===== src/nald_pkg.sv =====
`timescale 1ns / 1ps
// Shared types and constants for the Annex B NAL deframer.
// Used by every module of the block; depends on nothing else.
package nald_pkg;

    // Largest unit length the length field reports before it saturates.
    localparam int MAX_UNIT_BYTES = 1048576;

    localparam int LEN_W        = 21;
    localparam int LEN_ALL_ONES = (1 << LEN_W) - 1;
    localparam int LEN_LIMIT    = (MAX_UNIT_BYTES < LEN_ALL_ONES) ? MAX_UNIT_BYTES
                                                                  : LEN_ALL_ONES;
    localparam logic [LEN_W-1:0] LEN_LIMIT_V = LEN_W'(LEN_LIMIT);

    localparam int ZCNT_W = 2;
    localparam logic [ZCNT_W-1:0] ZERO_HOLD_MAX = 2'd3;
    localparam logic [ZCNT_W-1:0] ZERO_START_MIN = 2'd2;

    localparam logic [7:0] BYTE_ZERO = 8'h00;
    localparam logic [7:0] BYTE_ONE  = 8'h01;
    localparam logic [7:0] BYTE_EPB  = 8'h03;

    // Command queue between the classifier and the result generator.
    localparam int FIFO_DEPTH = 4;
    localparam int FIFO_PTR_W = $clog2(FIFO_DEPTH);
    localparam int FIFO_CNT_W = $clog2(FIFO_DEPTH + 1);

    typedef struct packed {
        logic [7:0] in_byte;
        logic       end_of_stream;
    } in_item_t;

    typedef struct packed {
        logic [7:0]       out_byte;
        logic             is_unit_end;
        logic [LEN_W-1:0] unit_length;
        logic             stream_done;
        logic             last_of_run;
    } out_item_t;

    // One classified input byte. The back end expands it into results in the
    // order: leading 03, held zeros, trailing 03, payload byte, marker.
    typedef struct packed {
        logic              pre_three;
        logic [ZCNT_W-1:0] zeros;
        logic              post_three;
        logic              has_byte;
        logic [7:0]        data;
        logic              has_mark;
        logic              is_end;
        logic [LEN_W-1:0]  length;
        logic              done;
    } cmd_t;

endpackage


===== src/nald_front.sv =====
`timescale 1ns / 1ps
// Front end of the deframer: accepts stream bytes, tracks start-code and
// emulation-prevention state; at most one command per byte. Uses nald_pkg.
module nald_front (
    input  logic              clk,
    input  logic              rst_n,
    input  logic              push,
    input  nald_pkg::in_item_t item,
    input  logic              q_full,
    output logic              full,
    output logic              cmd_wr,
    output nald_pkg::cmd_t    cmd
);
    import nald_pkg::*;

    logic              inside_reg, inside_next;
    logic [ZCNT_W-1:0] held_reg, held_next;
    logic              pending_reg, pending_next;
    logic [LEN_W-1:0]  count_reg, count_next;

    logic              accept;
    logic [7:0]        b;
    logic [2:0]        add_k;
    cmd_t              c;

    function automatic logic [LEN_W-1:0] sat_add(input logic [LEN_W-1:0] base,
                                                 input logic [2:0] k);
        logic [LEN_W:0] s;
        begin
            s = {1'b0, base} + {{(LEN_W - 2){1'b0}}, k};
            if (s >= {1'b0, LEN_LIMIT_V})
            begin
                sat_add = LEN_LIMIT_V;
            end
            else
            begin
                sat_add = s[LEN_W-1:0];
            end
        end
    endfunction

    assign full   = q_full;
    assign accept = push && !q_full;
    assign b      = item.in_byte;

    always_comb
    begin
        inside_next  = inside_reg;
        held_next    = held_reg;
        pending_next = pending_reg;
        count_next   = count_reg;
        c            = '0;
        add_k        = '0;
        if (item.end_of_stream)
        begin
            c.has_mark = 1'b1;
            c.done     = 1'b1;
            if (inside_reg)
            begin
                c.zeros      = held_reg;
                c.post_three = pending_reg;
                c.is_end     = 1'b1;
                add_k        = {1'b0, held_reg} + {2'b0, pending_reg};
                c.length     = sat_add(count_reg, add_k);
            end
            inside_next  = 1'b0;
            held_next    = '0;
            pending_next = 1'b0;
            count_next   = '0;
        end
        else if (!inside_reg)
        begin
            if (b == BYTE_ZERO)
            begin
                if (held_reg != ZERO_HOLD_MAX)
                begin
                    held_next = held_reg + 2'd1;
                end
            end
            else if (b == BYTE_ONE && held_reg >= ZERO_START_MIN)
            begin
                inside_next = 1'b1;
                count_next  = '0;
                held_next   = '0;
            end
            else
            begin
                held_next = '0;
            end
        end
        else
        begin
            // A pending 03 is kept only when the byte after it is above 03.
            c.pre_three  = pending_reg && (b > BYTE_EPB);
            pending_next = 1'b0;
            if (b == BYTE_ZERO)
            begin
                if (held_reg == ZERO_HOLD_MAX)
                begin
                    c.zeros = 2'd1;
                end
                else
                begin
                    held_next = held_reg + 2'd1;
                end
            end
            else if (b == BYTE_ONE && held_reg >= ZERO_START_MIN)
            begin
                // The held zeros belong to the start code and are dropped.
                c.has_mark = 1'b1;
                c.is_end   = 1'b1;
                c.length   = count_reg;
                held_next  = '0;
            end
            else if (b == BYTE_EPB && held_reg >= ZERO_START_MIN)
            begin
                c.zeros      = held_reg;
                held_next    = '0;
                pending_next = 1'b1;
            end
            else
            begin
                c.zeros    = held_reg;
                c.has_byte = 1'b1;
                c.data     = b;
                held_next  = '0;
            end
            add_k = {2'b0, c.pre_three} + {1'b0, c.zeros} + {2'b0, c.has_byte};
            if (c.has_mark)
            begin
                count_next = '0;
            end
            else
            begin
                count_next = sat_add(count_reg, add_k);
            end
        end
    end

    assign cmd    = c;
    assign cmd_wr = accept && (c.pre_three || (c.zeros != '0) || c.post_three
                               || c.has_byte || c.has_mark);

    always_ff @(posedge clk or negedge rst_n)
    begin
        if (!rst_n)
        begin
            inside_reg  <= 1'b0;
            held_reg    <= '0;
            pending_reg <= 1'b0;
            count_reg   <= '0;
        end
        else if (accept)
        begin
            inside_reg  <= inside_next;
            held_reg    <= held_next;
            pending_reg <= pending_next;
            count_reg   <= count_next;
        end
    end

    // A pending 03 is only ever set after the held zeros were flushed.
    a_pending_no_zeros: assert property (@(posedge clk) disable iff (!rst_n)
        pending_reg |-> (held_reg == '0 && inside_reg))
        else $error("pending 03 with held zeros or outside a unit");

    a_count_limit: assert property (@(posedge clk) disable iff (!rst_n)
        count_reg <= LEN_LIMIT_V)
        else $error("payload count above the length limit");

endmodule


===== src/nald_cmd_fifo.sv =====
`timescale 1ns / 1ps
// Short command queue between the deframer front and back ends.
// Register-based, one write and one head read per cycle. Uses nald_pkg.
module nald_cmd_fifo (
    input  logic           clk,
    input  logic           rst_n,
    input  logic           wr,
    input  nald_pkg::cmd_t wr_data,
    input  logic           rd,
    output nald_pkg::cmd_t rd_data,
    output logic           full,
    output logic           not_empty
);
    import nald_pkg::*;

    cmd_t                  mem_reg [FIFO_DEPTH];
    logic [FIFO_PTR_W-1:0] wr_ptr_reg, rd_ptr_reg;
    logic [FIFO_CNT_W-1:0] count_reg, count_next;

    assign full      = (count_reg == FIFO_CNT_W'(FIFO_DEPTH));
    assign not_empty = (count_reg != '0);
    assign rd_data   = mem_reg[rd_ptr_reg];

    always_comb
    begin
        count_next = count_reg;
        if (wr && !rd)
        begin
            count_next = count_reg + 1'b1;
        end
        else if (rd && !wr)
        begin
            count_next = count_reg - 1'b1;
        end
    end

    always_ff @(posedge clk)
    begin
        if (wr)
        begin
            mem_reg[wr_ptr_reg] <= wr_data;
        end
    end

    always_ff @(posedge clk or negedge rst_n)
    begin
        if (!rst_n)
        begin
            wr_ptr_reg <= '0;
            rd_ptr_reg <= '0;
            count_reg  <= '0;
        end
        else
        begin
            if (wr)
            begin
                wr_ptr_reg <= wr_ptr_reg + 1'b1;
            end
            if (rd)
            begin
                rd_ptr_reg <= rd_ptr_reg + 1'b1;
            end
            count_reg <= count_next;
        end
    end

    a_no_overflow: assert property (@(posedge clk) disable iff (!rst_n)
        full |-> !(wr && !rd))
        else $error("command queue overflow");

    a_no_underflow: assert property (@(posedge clk) disable iff (!rst_n)
        rd |-> not_empty)
        else $error("command queue underflow");

endmodule


===== src/nald_back.sv =====
`timescale 1ns / 1ps
// Back end of the deframer (uses nald_pkg): expands queued commands into
// result beats, one per cycle while popped, through an output register.
module nald_back (
    input  logic                clk,
    input  logic                rst_n,
    input  logic                q_not_empty,
    input  nald_pkg::cmd_t      q_head,
    output logic                q_rd,
    input  logic                pop,
    output logic                empty,
    output nald_pkg::out_item_t result
);
    import nald_pkg::*;

    cmd_t      cur_reg, cur_next;
    logic      cur_valid_reg, cur_valid_next;
    out_item_t out_reg, out_next;
    logic      out_valid_reg, out_valid_next;

    cmd_t      rest;
    out_item_t beat;
    logic      advance;
    logic      rest_empty;

    // Pick the next beat of the current command and what remains after it.
    always_comb
    begin
        rest = cur_reg;
        beat = '0;
        if (cur_reg.pre_three)
        begin
            beat.out_byte  = BYTE_EPB;
            rest.pre_three = 1'b0;
        end
        else if (cur_reg.zeros != '0)
        begin
            beat.out_byte = BYTE_ZERO;
            rest.zeros    = cur_reg.zeros - 2'd1;
        end
        else if (cur_reg.post_three)
        begin
            beat.out_byte   = BYTE_EPB;
            rest.post_three = 1'b0;
        end
        else if (cur_reg.has_byte)
        begin
            beat.out_byte = cur_reg.data;
            rest.has_byte = 1'b0;
        end
        else
        begin
            beat.is_unit_end = cur_reg.is_end;
            beat.unit_length = cur_reg.length;
            beat.stream_done = cur_reg.done;
            rest.has_mark    = 1'b0;
        end
        rest_empty = !(rest.pre_three || (rest.zeros != '0) || rest.post_three
                       || rest.has_byte || rest.has_mark);
        beat.last_of_run = rest_empty;
    end

    assign advance = cur_valid_reg && (!out_valid_reg || pop);
    assign q_rd    = q_not_empty && (!cur_valid_reg || (advance && rest_empty));

    always_comb
    begin
        cur_next       = cur_reg;
        cur_valid_next = cur_valid_reg;
        out_next       = out_reg;
        out_valid_next = out_valid_reg && !pop;
        if (advance)
        begin
            out_next       = beat;
            out_valid_next = 1'b1;
            cur_next       = rest;
            if (rest_empty)
            begin
                cur_valid_next = 1'b0;
            end
        end
        if (q_rd)
        begin
            cur_next       = q_head;
            cur_valid_next = 1'b1;
        end
    end

    always_ff @(posedge clk)
    begin
        cur_reg <= cur_next;
        out_reg <= out_next;
    end

    always_ff @(posedge clk or negedge rst_n)
    begin
        if (!rst_n)
        begin
            cur_valid_reg <= 1'b0;
            out_valid_reg <= 1'b0;
        end
        else
        begin
            cur_valid_reg <= cur_valid_next;
            out_valid_reg <= out_valid_next;
        end
    end

    assign empty  = !out_valid_reg;
    assign result = out_reg;

    // A held command always has at least one beat left to give.
    a_cur_has_work: assert property (@(posedge clk) disable iff (!rst_n)
        cur_valid_reg |-> (cur_reg.pre_three || cur_reg.zeros != '0
                           || cur_reg.post_three || cur_reg.has_byte
                           || cur_reg.has_mark))
        else $error("current command has no beats left");

    a_done_is_last: assert property (@(posedge clk) disable iff (!rst_n)
        (out_valid_reg && out_reg.stream_done) |-> out_reg.last_of_run)
        else $error("stream-done beat is not the last of its run");

endmodule


===== src/annexb_nal_deframer_core.sv =====
`timescale 1ns / 1ps
// Top level of the H.264 Annex B NAL deframer. Instantiates the front end,
// the command queue and the back end; uses nald_pkg.
//
// The block takes one raw Annex B stream byte per beat on a queue-style input
// (push/full) and delivers RBSP payload bytes and end-of-unit markers on a
// queue-style output (empty/pop). Bytes before the first start code are
// dropped, start codes are stripped, and emulation-prevention 03 bytes are
// removed. An end_of_stream beat flushes held bytes and closes the stream.
// Each input byte is classified in the cycle it is accepted, so the input
// sustains one byte per cycle as long as the output is drained. The output
// side gives one result per cycle while popped; a single input can cause
// up to four results (three held zeros and the closing marker at the end of
// the stream), and such bursts are absorbed by a four-entry command queue,
// after which full rises until the back end catches up. Each command passes
// through the queue, a current-command register and the output register.
module annexb_nal_deframer_core (
    input  logic                clk,
    input  logic                rst_n,
    input  logic                push,
    input  nald_pkg::in_item_t  stream_item,
    output logic                full,
    output logic                empty,
    input  logic                pop,
    output nald_pkg::out_item_t result
);
    import nald_pkg::*;

    cmd_t fe_cmd;
    logic fe_wr;
    cmd_t q_head;
    logic q_full;
    logic q_not_empty;
    logic q_rd;

    nald_front u_front (
        .clk    (clk),
        .rst_n  (rst_n),
        .push   (push),
        .item   (stream_item),
        .q_full (q_full),
        .full   (full),
        .cmd_wr (fe_wr),
        .cmd    (fe_cmd)
    );

    nald_cmd_fifo u_fifo (
        .clk       (clk),
        .rst_n     (rst_n),
        .wr        (fe_wr),
        .wr_data   (fe_cmd),
        .rd        (q_rd),
        .rd_data   (q_head),
        .full      (q_full),
        .not_empty (q_not_empty)
    );

    nald_back u_back (
        .clk         (clk),
        .rst_n       (rst_n),
        .q_not_empty (q_not_empty),
        .q_head      (q_head),
        .q_rd        (q_rd),
        .pop         (pop),
        .empty       (empty),
        .result      (result)
    );

endmodule

===== config.mk =====
export PLATFORM = sky130hd
export DESIGN_NAME = annexb_nal_deframer_core
export DESIGN_NICKNAME = d
export VERILOG_FILES = /design/src/nald_pkg.sv /design/src/nald_front.sv /design/src/nald_cmd_fifo.sv /design/src/nald_back.sv /design/src/annexb_nal_deframer_core.sv
export SDC_FILE = /design/constraint.sdc
export NUM_CORES = 1
export LEC_CHECK = 0
export ABC_CLOCK_PERIOD_IN_PS = 5000
export BUFFER_PORTS_ARGS = -buffer_cell sky130_fd_sc_hd__buf_2
export CAP_MARGIN = 20
export CORE_UTILIZATION = 50
export CTS_CLUSTER_SIZE = 16
export DETAILED_ROUTE_END_ITERATION = 12
export PLACE_DENSITY_LB_ADDON = 0.1
export SYNTH_ARGS = -nofsm -noshare
export SYNTH_HDL_FRONTEND = slang
export SYNTH_SLANG_ARGS = --single-unit

===== constraint.sdc =====
create_clock -name clk -period 5 [get_ports clk]
set_input_delay 1 -clock clk [delete_from_list [all_inputs] [get_ports clk]]
set_output_delay 1 -clock clk [all_outputs]
set_load 0.01 [all_outputs]

**After elaboration in Yosys (flattened, before gate mapping)**

Memory sizes are Yosys's and may differ from the RTL's.
Index checks and enable logic that the tools add are counted.

- $add $sub $neg: 11
- Multipliers: 0
- Div/mod/pow operators: 0
- $lt $le $gt $ge: 4
- Equality and inequality tests: 9
- Shift-type cells: 0
- Muxes and demuxes: 64
- Bitwise operators: 1
- Reduce and logical (&&, ||, !) cells: 42

Operator list:

| cell | number |
|---|---|
| $mux 21 | 7 |
| $mux 32 | 4 |
| $mux 37 | 2 |
| $mux 23 | 2 |
| $add 21x3->22 | 2 |
| $ge 22x21->1 const B | 2 |
| $mux 2 | 16 |
| $mux 9 | 3 |
| $mux 1 | 24 |
| $mux 22 | 1 |
| $mux 3 | 4 |
| $reduce_bool 2->1 | 6 |
| $logic_and 1x1->1 | 11 |
| $logic_or 1x1->1 | 9 |
| $eq 8x1->1 const B | 1 |
| $eq 8x2->1 const B | 1 |
| $gt 8x2->1 const B | 1 |
| $logic_not 8->1 | 1 |
| $reduce_or 4->1 | 2 |
| $logic_not 1->1 | 7 |
| $add 2x1->2 const B | 3 |
| $reduce_and 3->1 | 2 |
| $reduce_bool 3->1 | 2 |
| $mux 4 | 1 |
| other kinds (15) | 17 |

- Bits in registers: 103
- Latch bits: 0
- Bits in writable memories: 148
- Memory bits (read-only): 0
- Word-level logic and storage cells: 156
- Memories: 1

Memory list:

| memory | words | width | rd ports | clocked after Yosys merged registers in | write ports | RTL line | source |
|---|---|---|---|---|---|---|---|
| u_fifo.mem_reg | 4 | 37 | 1 | 0 | 1 | nald_cmd_fifo.sv:16 | `cmd_t mem_reg [FIFO_DEPTH];` |

**Logic depth before layout (Yosys ltp)**

- Depth after elaboration: 18
- Mapped depth: 15

**Cells and area by module**

A second synthesis with hierarchy kept.

- Cells, all modules: 744
- Area, all modules: 11088.1 sq um

By module, submodules not included:

| module | instances | cells an instance | area each (sq um) |
|---|---|---|---|
| nald_cmd_fifo | 1 | 227 | 5725.5 |
| nald_back | 1 | 177 | 2834.0 |
| nald_front | 1 | 340 | 2528.7 |

**Worst setup path before layout**

No wires, ideal clock.

- Path type: input -> register
- From: input stream_item[6] (netlist bit)
- To: register u_front.count_reg[9]
- Library setup time: 0.079 ns
- Arrival time: 4.826 ns
- Setup slack: 0.095 ns
- Stages: 13
- Cells stage by stage: or4_1 -> or3_1 -> a211o_1 -> fa_1 -> ha_1 -> fa_1 -> a21o_1 -> and4b_1 -> a32o_1 -> nor3_2 -> clkbuf_1 -> nand3_1 -> mux2i_1

- Cells in the longest elaborated chain, start to end: 14
- Elaborated cells on any way between the ends: 28
- Those cells by class: add/sub (3); order compare (2); eq/ne (3); mux (14); reduce/logical (6)

RTL lines:

| element | RTL line | source |
|---|---|---|
| start: declaration | annexb_nal_deframer_core.sv:21 | `input nald_pkg::in_item_t stream_item,` |
| $eq 8x1->1 or $eq 8x2->1 (tied branches) | nald_front.sv:80, nald_front.sv:107, nald_front.sv:115 |  |
| $logic_and 1x1->1, on equally long branches | nald_front.sv:80, nald_front.sv:107, nald_front.sv:115 |  |
| $mux 2 or $mux 9 (tied branches) | nald_front.sv:107, nald_front.sv:115 |  |
| $mux 2 or $mux 9 (tied branches) | nald_front.sv:96, nald_front.sv:107 |  |
| $mux 2 or $mux 32 (tied branches) | nald_front.sv:71, nald_front.sv:96 |  |
| $mux 2 or $mux 32 (tied branches) | nald_front.sv:54, nald_front.sv:71 |  |
| $add 1x2->3 or $mux 32 (tied branches) | nald_front.sv:128, nald_front.sv:54 |  |
| $add 3x1->3 | nald_front.sv:128 | `add_k = {2'b0, c.pre_three} + {1'b0, c.zeros} + {2'b0, c.has_byte};` |
| $add 21x3->22 | nald_front.sv:30 | `s = {1'b0, base} + {{(LEN_W - 2){1'b0}}, k};` |
| $ge 22x21->1 | nald_front.sv:31 | `if (s >= {1'b0, LEN_LIMIT_V})` |
| $mux 21 | nald_front.sv:31 |  |
| $mux 21 | nald_front.sv:129 | `if (c.has_mark)` |
| $mux 21 | nald_front.sv:71 | `else if (!inside_reg)` |
| $mux 21 | nald_front.sv:54 | `if (item.end_of_stream)` |
| end signal: assignment | nald_front.sv:158 | `count_reg <= count_next;` |
| end: declaration | nald_front.sv:19 | `logic [LEN_W-1:0] count_reg, count_next;` |

Several ways; a longest one is shown, not always the timed one. The select of a mux whose other input is x is not followed.
A chain may end at the register's enable or synchronous reset.

**Final worst setup path**

- From: input stream_item[6] (netlist bit)
- To: register u_front.count_reg[18]

The elaborated chain is that of the path after synthesis.

==> flow_summary.json <==
{
  "setup_tns_ns": 0,
  "final_net_count": 825,
  "worstSkewPairLatency_ns": 0.53,
  "run_status": "finished, final reports clean",
  "tritoncts.num_buffers": 26,
  "unrepaired_setup_endpoints_after_global_routing": "false",
  "core_sq_mm": 0.0212,
  "wire_length_per_cell_after_detailed_routing_microns": 19.3,
  "clk_tree_root_cell": "clkbuf_16",
  "critical_path_end_type": "flip-flop",
  "ff2ff_setup_slack_ns": 0.93,
  "setup_cp_type": "in -> reg",
  "hold_viol_final": 0,
  "postCtsHoldBufs": 0,
  "yosys.area.top_type_share_pct": 59.8,
  "post_route_utilization_pct": 58.3,
  "placed_cell_area_sq_mm": 0.0115,
  "die_area_sq_mm": 0.0224,
  "clk_pin_slew_worst_paths_ns": 0.06,
  "detailroute.via_count": 6233,
  "timing.hold.worst.start": "u_fifo.count_reg[2]",
  "layout-area-overhead-vs-synth_pct": 13.5,
  "hold_path_depth": 1,
  "grt_most_used_layer": "met2",
  "cts_tree": "built",
  "pwr_density_cell_mw_per_mm2": 479,
  "n_fill_cell": 1660,
  "firstDrtPassIters": 6,
  "synth_sequential_area_ratio_pct": 67.6,
  "beginning_of_the_critical_path": "stream_item[6]",
  "tightestPinTransition_ns": 0.924,
  "cts_resized": 0,
  "maximum_level_of_the_cts_h_tree": 1,
  "crit_fanout": 6,
  "clock_tree.buffer_depth": 3,
  "synth_cell_type_count": 58,
  "row_count": 53,
  "io_pins": 47,
  "r2r-end": "u_front.count_reg[18]",
  "report.final.setup_viol": 0,
  "port_buffers": 46,
  "initial_standard_cell_utilization_of_the_core_pct": 51.4,
  "final.hold.worst_slack_ns": 0.511,
  "timing.final.crit_period_ns": 4.60,
  "number_of_synthesized_flops_with_an_enable_pin": 217,
  "detailed_place_hpwl_microns": 13500,
  "synthesis.area_per_instance_sq_um": 14.8,
  "synthDominantAreaCellType": "edfxtp_1",
  "globalRouteMet1Util_pct": 28.6,
  "worst_r2r_startpoint": "u_front.held_reg[1]",
  "drt.antenna.violating_nets": 0,
  "cp_required_ns": 5.39,
  "synth-seq-cells": 251,
  "worstHoldPathType": "reg -> reg",
  "post-route-drc-count": 0,
  "largest_reg_flops": 148,
  "globalRouteMet2Util_pct": 30.8,
  "slew_violations": 0,
  "yosys_warnings": 0,
  "ff2ff_path_depth": 12,
  "crit_arrival_ns": 4.99,
  "dr.first_iter.drc_count": 542,
  "synth_cells": 736,
  "fmax_ghz": 0.218,
  "finalClockSkew_ns": 0.0189,
  "max_cap_violations": 0,
  "synthFlopType": "edfxtp_1",
  "power.ir.vdd_worst_mv": 0.392,
  "chipWidth_microns": 150,
  "clock_sinks": 251,
  "crit_path_end": "u_front.count_reg[18]",
  "async_flop_share_pct": 13.5,
  "share_of_the_clock_period_used_by_the_worst_path_pct": 92.0,
  "leakage_nw": 4.34,
  "grt_first_pass_wirelength_microns": 33800,
  "post_synth_main_area_contributors": "edfxtp_1, dfrtp_1, mux4_2",
  "route.detailed.vias_per_inst": 5.74,
  "gr-usage-met3_pct": 3.14,
  "number_of_antenna_violations_at_the_first_check_in_global_routing": 0,
  "synth.net_count": 766,
  "antenna_cells_inserted": 0,
  "grt_start_max_net_pins": 74,
  "route.final.wire_length_microns": 20900,
  "gr-total-overflow": 0,
  "post_route_cells_drive_above_1_share_pct": 19.6,
  "totalPowerFinal_mw": 5.93,
  "timing.slew.headroom_pct": 38.4,
  "cp-start-kind": "primary input",
  "via_count_of_the_first_global_routing_pass": 6321,
  "post_route_cell_area_sq_mm": 0.0124,
  "cts_setup_buffers": 0,
  "grtUsageTotal_pct": 19.6,
  "synth_area_sq_mm": 0.0109,
  "place_congestion": 0.886,
  "chipHeight_microns": 150
}
where the power goes:
part           total [mW]  leakage, nW  internal, mW  switching (mW)
logic                1.11         1.51         0.526           0.585
registers            2.88         2.42          2.70           0.182
clock network        1.94        0.410          1.18           0.759
worst max-delay path: stages:
cell,delay (ns)
buf_2,0.11
or4_1,0.58
or3_1,0.37
a211o_1,0.32
fa_1,0.45
ha_1,0.23
fa_1,0.41
a21o_1,0.22
and4b_1,0.20
a32o_1,0.29
or3_1,0.43
o311ai_0,0.38
cells in the mapped netlist (3+ instances only):
cell	instances
a21o_1	7
a21oi_1	37
a22o_1	7
a31oi_1	13
and2_1	69
and3_1	15
buf_2	13
clkbuf_1	26
dfrtp_1	34
edfxtp_1	217
fa_1	5
ha_1	12
inv_1	13
mux2i_1	3
mux4_2	37
nand2_1	54
nand2b_1	7
nand3_1	21
nand4_1	7
nor2_1	22
nor3_1	13
nor4_1	5
o21a_1	3
o21ai_0	32
o311ai_0	6
o31ai_1	3
or3_1	8
xnor2_1	6
xor2_1	3
metrics by stage:
stage               setup slack, ns  instances
global placement             0.0342       1040
floorplan                    0.0947        736
finish                        0.402       1086
global route                  0.220       1086
detailed placement          -0.0657       1040
CTS                           0.457       1084
placed cells by master, fill, tap and decap left out, types with 6 or more instances in the layout:
| cell type | instances |
|---|---|
| a21o_1 | 7 |
| a21oi_1 | 37 |
| a22o_1 | 7 |
| a31oi_1 | 13 |
| and2_1 | 69 |
| and3_1 | 15 |
| buf_2 | 46 |
| buf_4 | 26 |
| clkbuf_16 | 27 |
| dfrtp_1 | 33 |
| edfxtp_1 | 217 |
| ha_1 | 12 |
| inv_1 | 13 |
| mux4_2 | 37 |
| nand2_1 | 54 |
| nand2b_1 | 7 |
| nand3_1 | 21 |
| nand4_1 | 7 |
| nor2_1 | 22 |
| nor3_1 | 13 |
| o21ai_0 | 32 |
| o311ai_0 | 6 |
| or3_1 | 8 |
| xnor2_1 | 6 |
kinds of logic (layout without fill, tap and decap cells):
| group | count (synthesis) | after routing | share of synthesized area [%] |
|---|---|---|---|
| AO/OA/AOI/OAI | 122 | 122 | 7.05 |
| AND/OR/NAND/NOR | 238 | 238 | 12.0 |
| buffers and inverters | 56 | 131 | 2.19 |
| flip-flops | 251 | 251 | 67.6 |
| multiplexers | 42 | 42 | 8.12 |
| adder cells (fa/ha/maj) | 18 | 18 | 2.39 |
| XOR/XNOR | 9 | 9 | 0.723 |
worst min-delay path by stage:
stage	end	slack (ns)
finish	u_fifo.count_reg[2]	0.51
global route	u_fifo.count_reg[2]	0.51
CTS	u_fifo.count_reg[2]	0.50
detailed placement	u_fifo.count_reg[2]	0.49
global placement	u_fifo.count_reg[2]	0.47
floorplan	u_fifo.count_reg[2]	0.46
layer usage:
layer,share of wire (%),vias to the layer above
li1,-,2938
met1,48,3100
met2,46,170
met3,5.2,25
met4,1.4,0
met5,0,-
final cells by class:
| type | instances | area (sq um) | share of cell area [%] |
|---|---|---|---|
| clock buffer | 31 | 691 | 5.58 |
| multi-input combinational | 429 | 3300 | 26.7 |
| tap | 275 | 344 | 2.78 |
| inverter | 14 | 52.6 | 0.425 |
| sequential | 251 | 7370 | 59.6 |
| clock inverter | 13 | 168 | 1.36 |
| timing repair buffer | 73 | 445 | 3.60 |
Note: power is estimated with default switching activity, not from simulation.
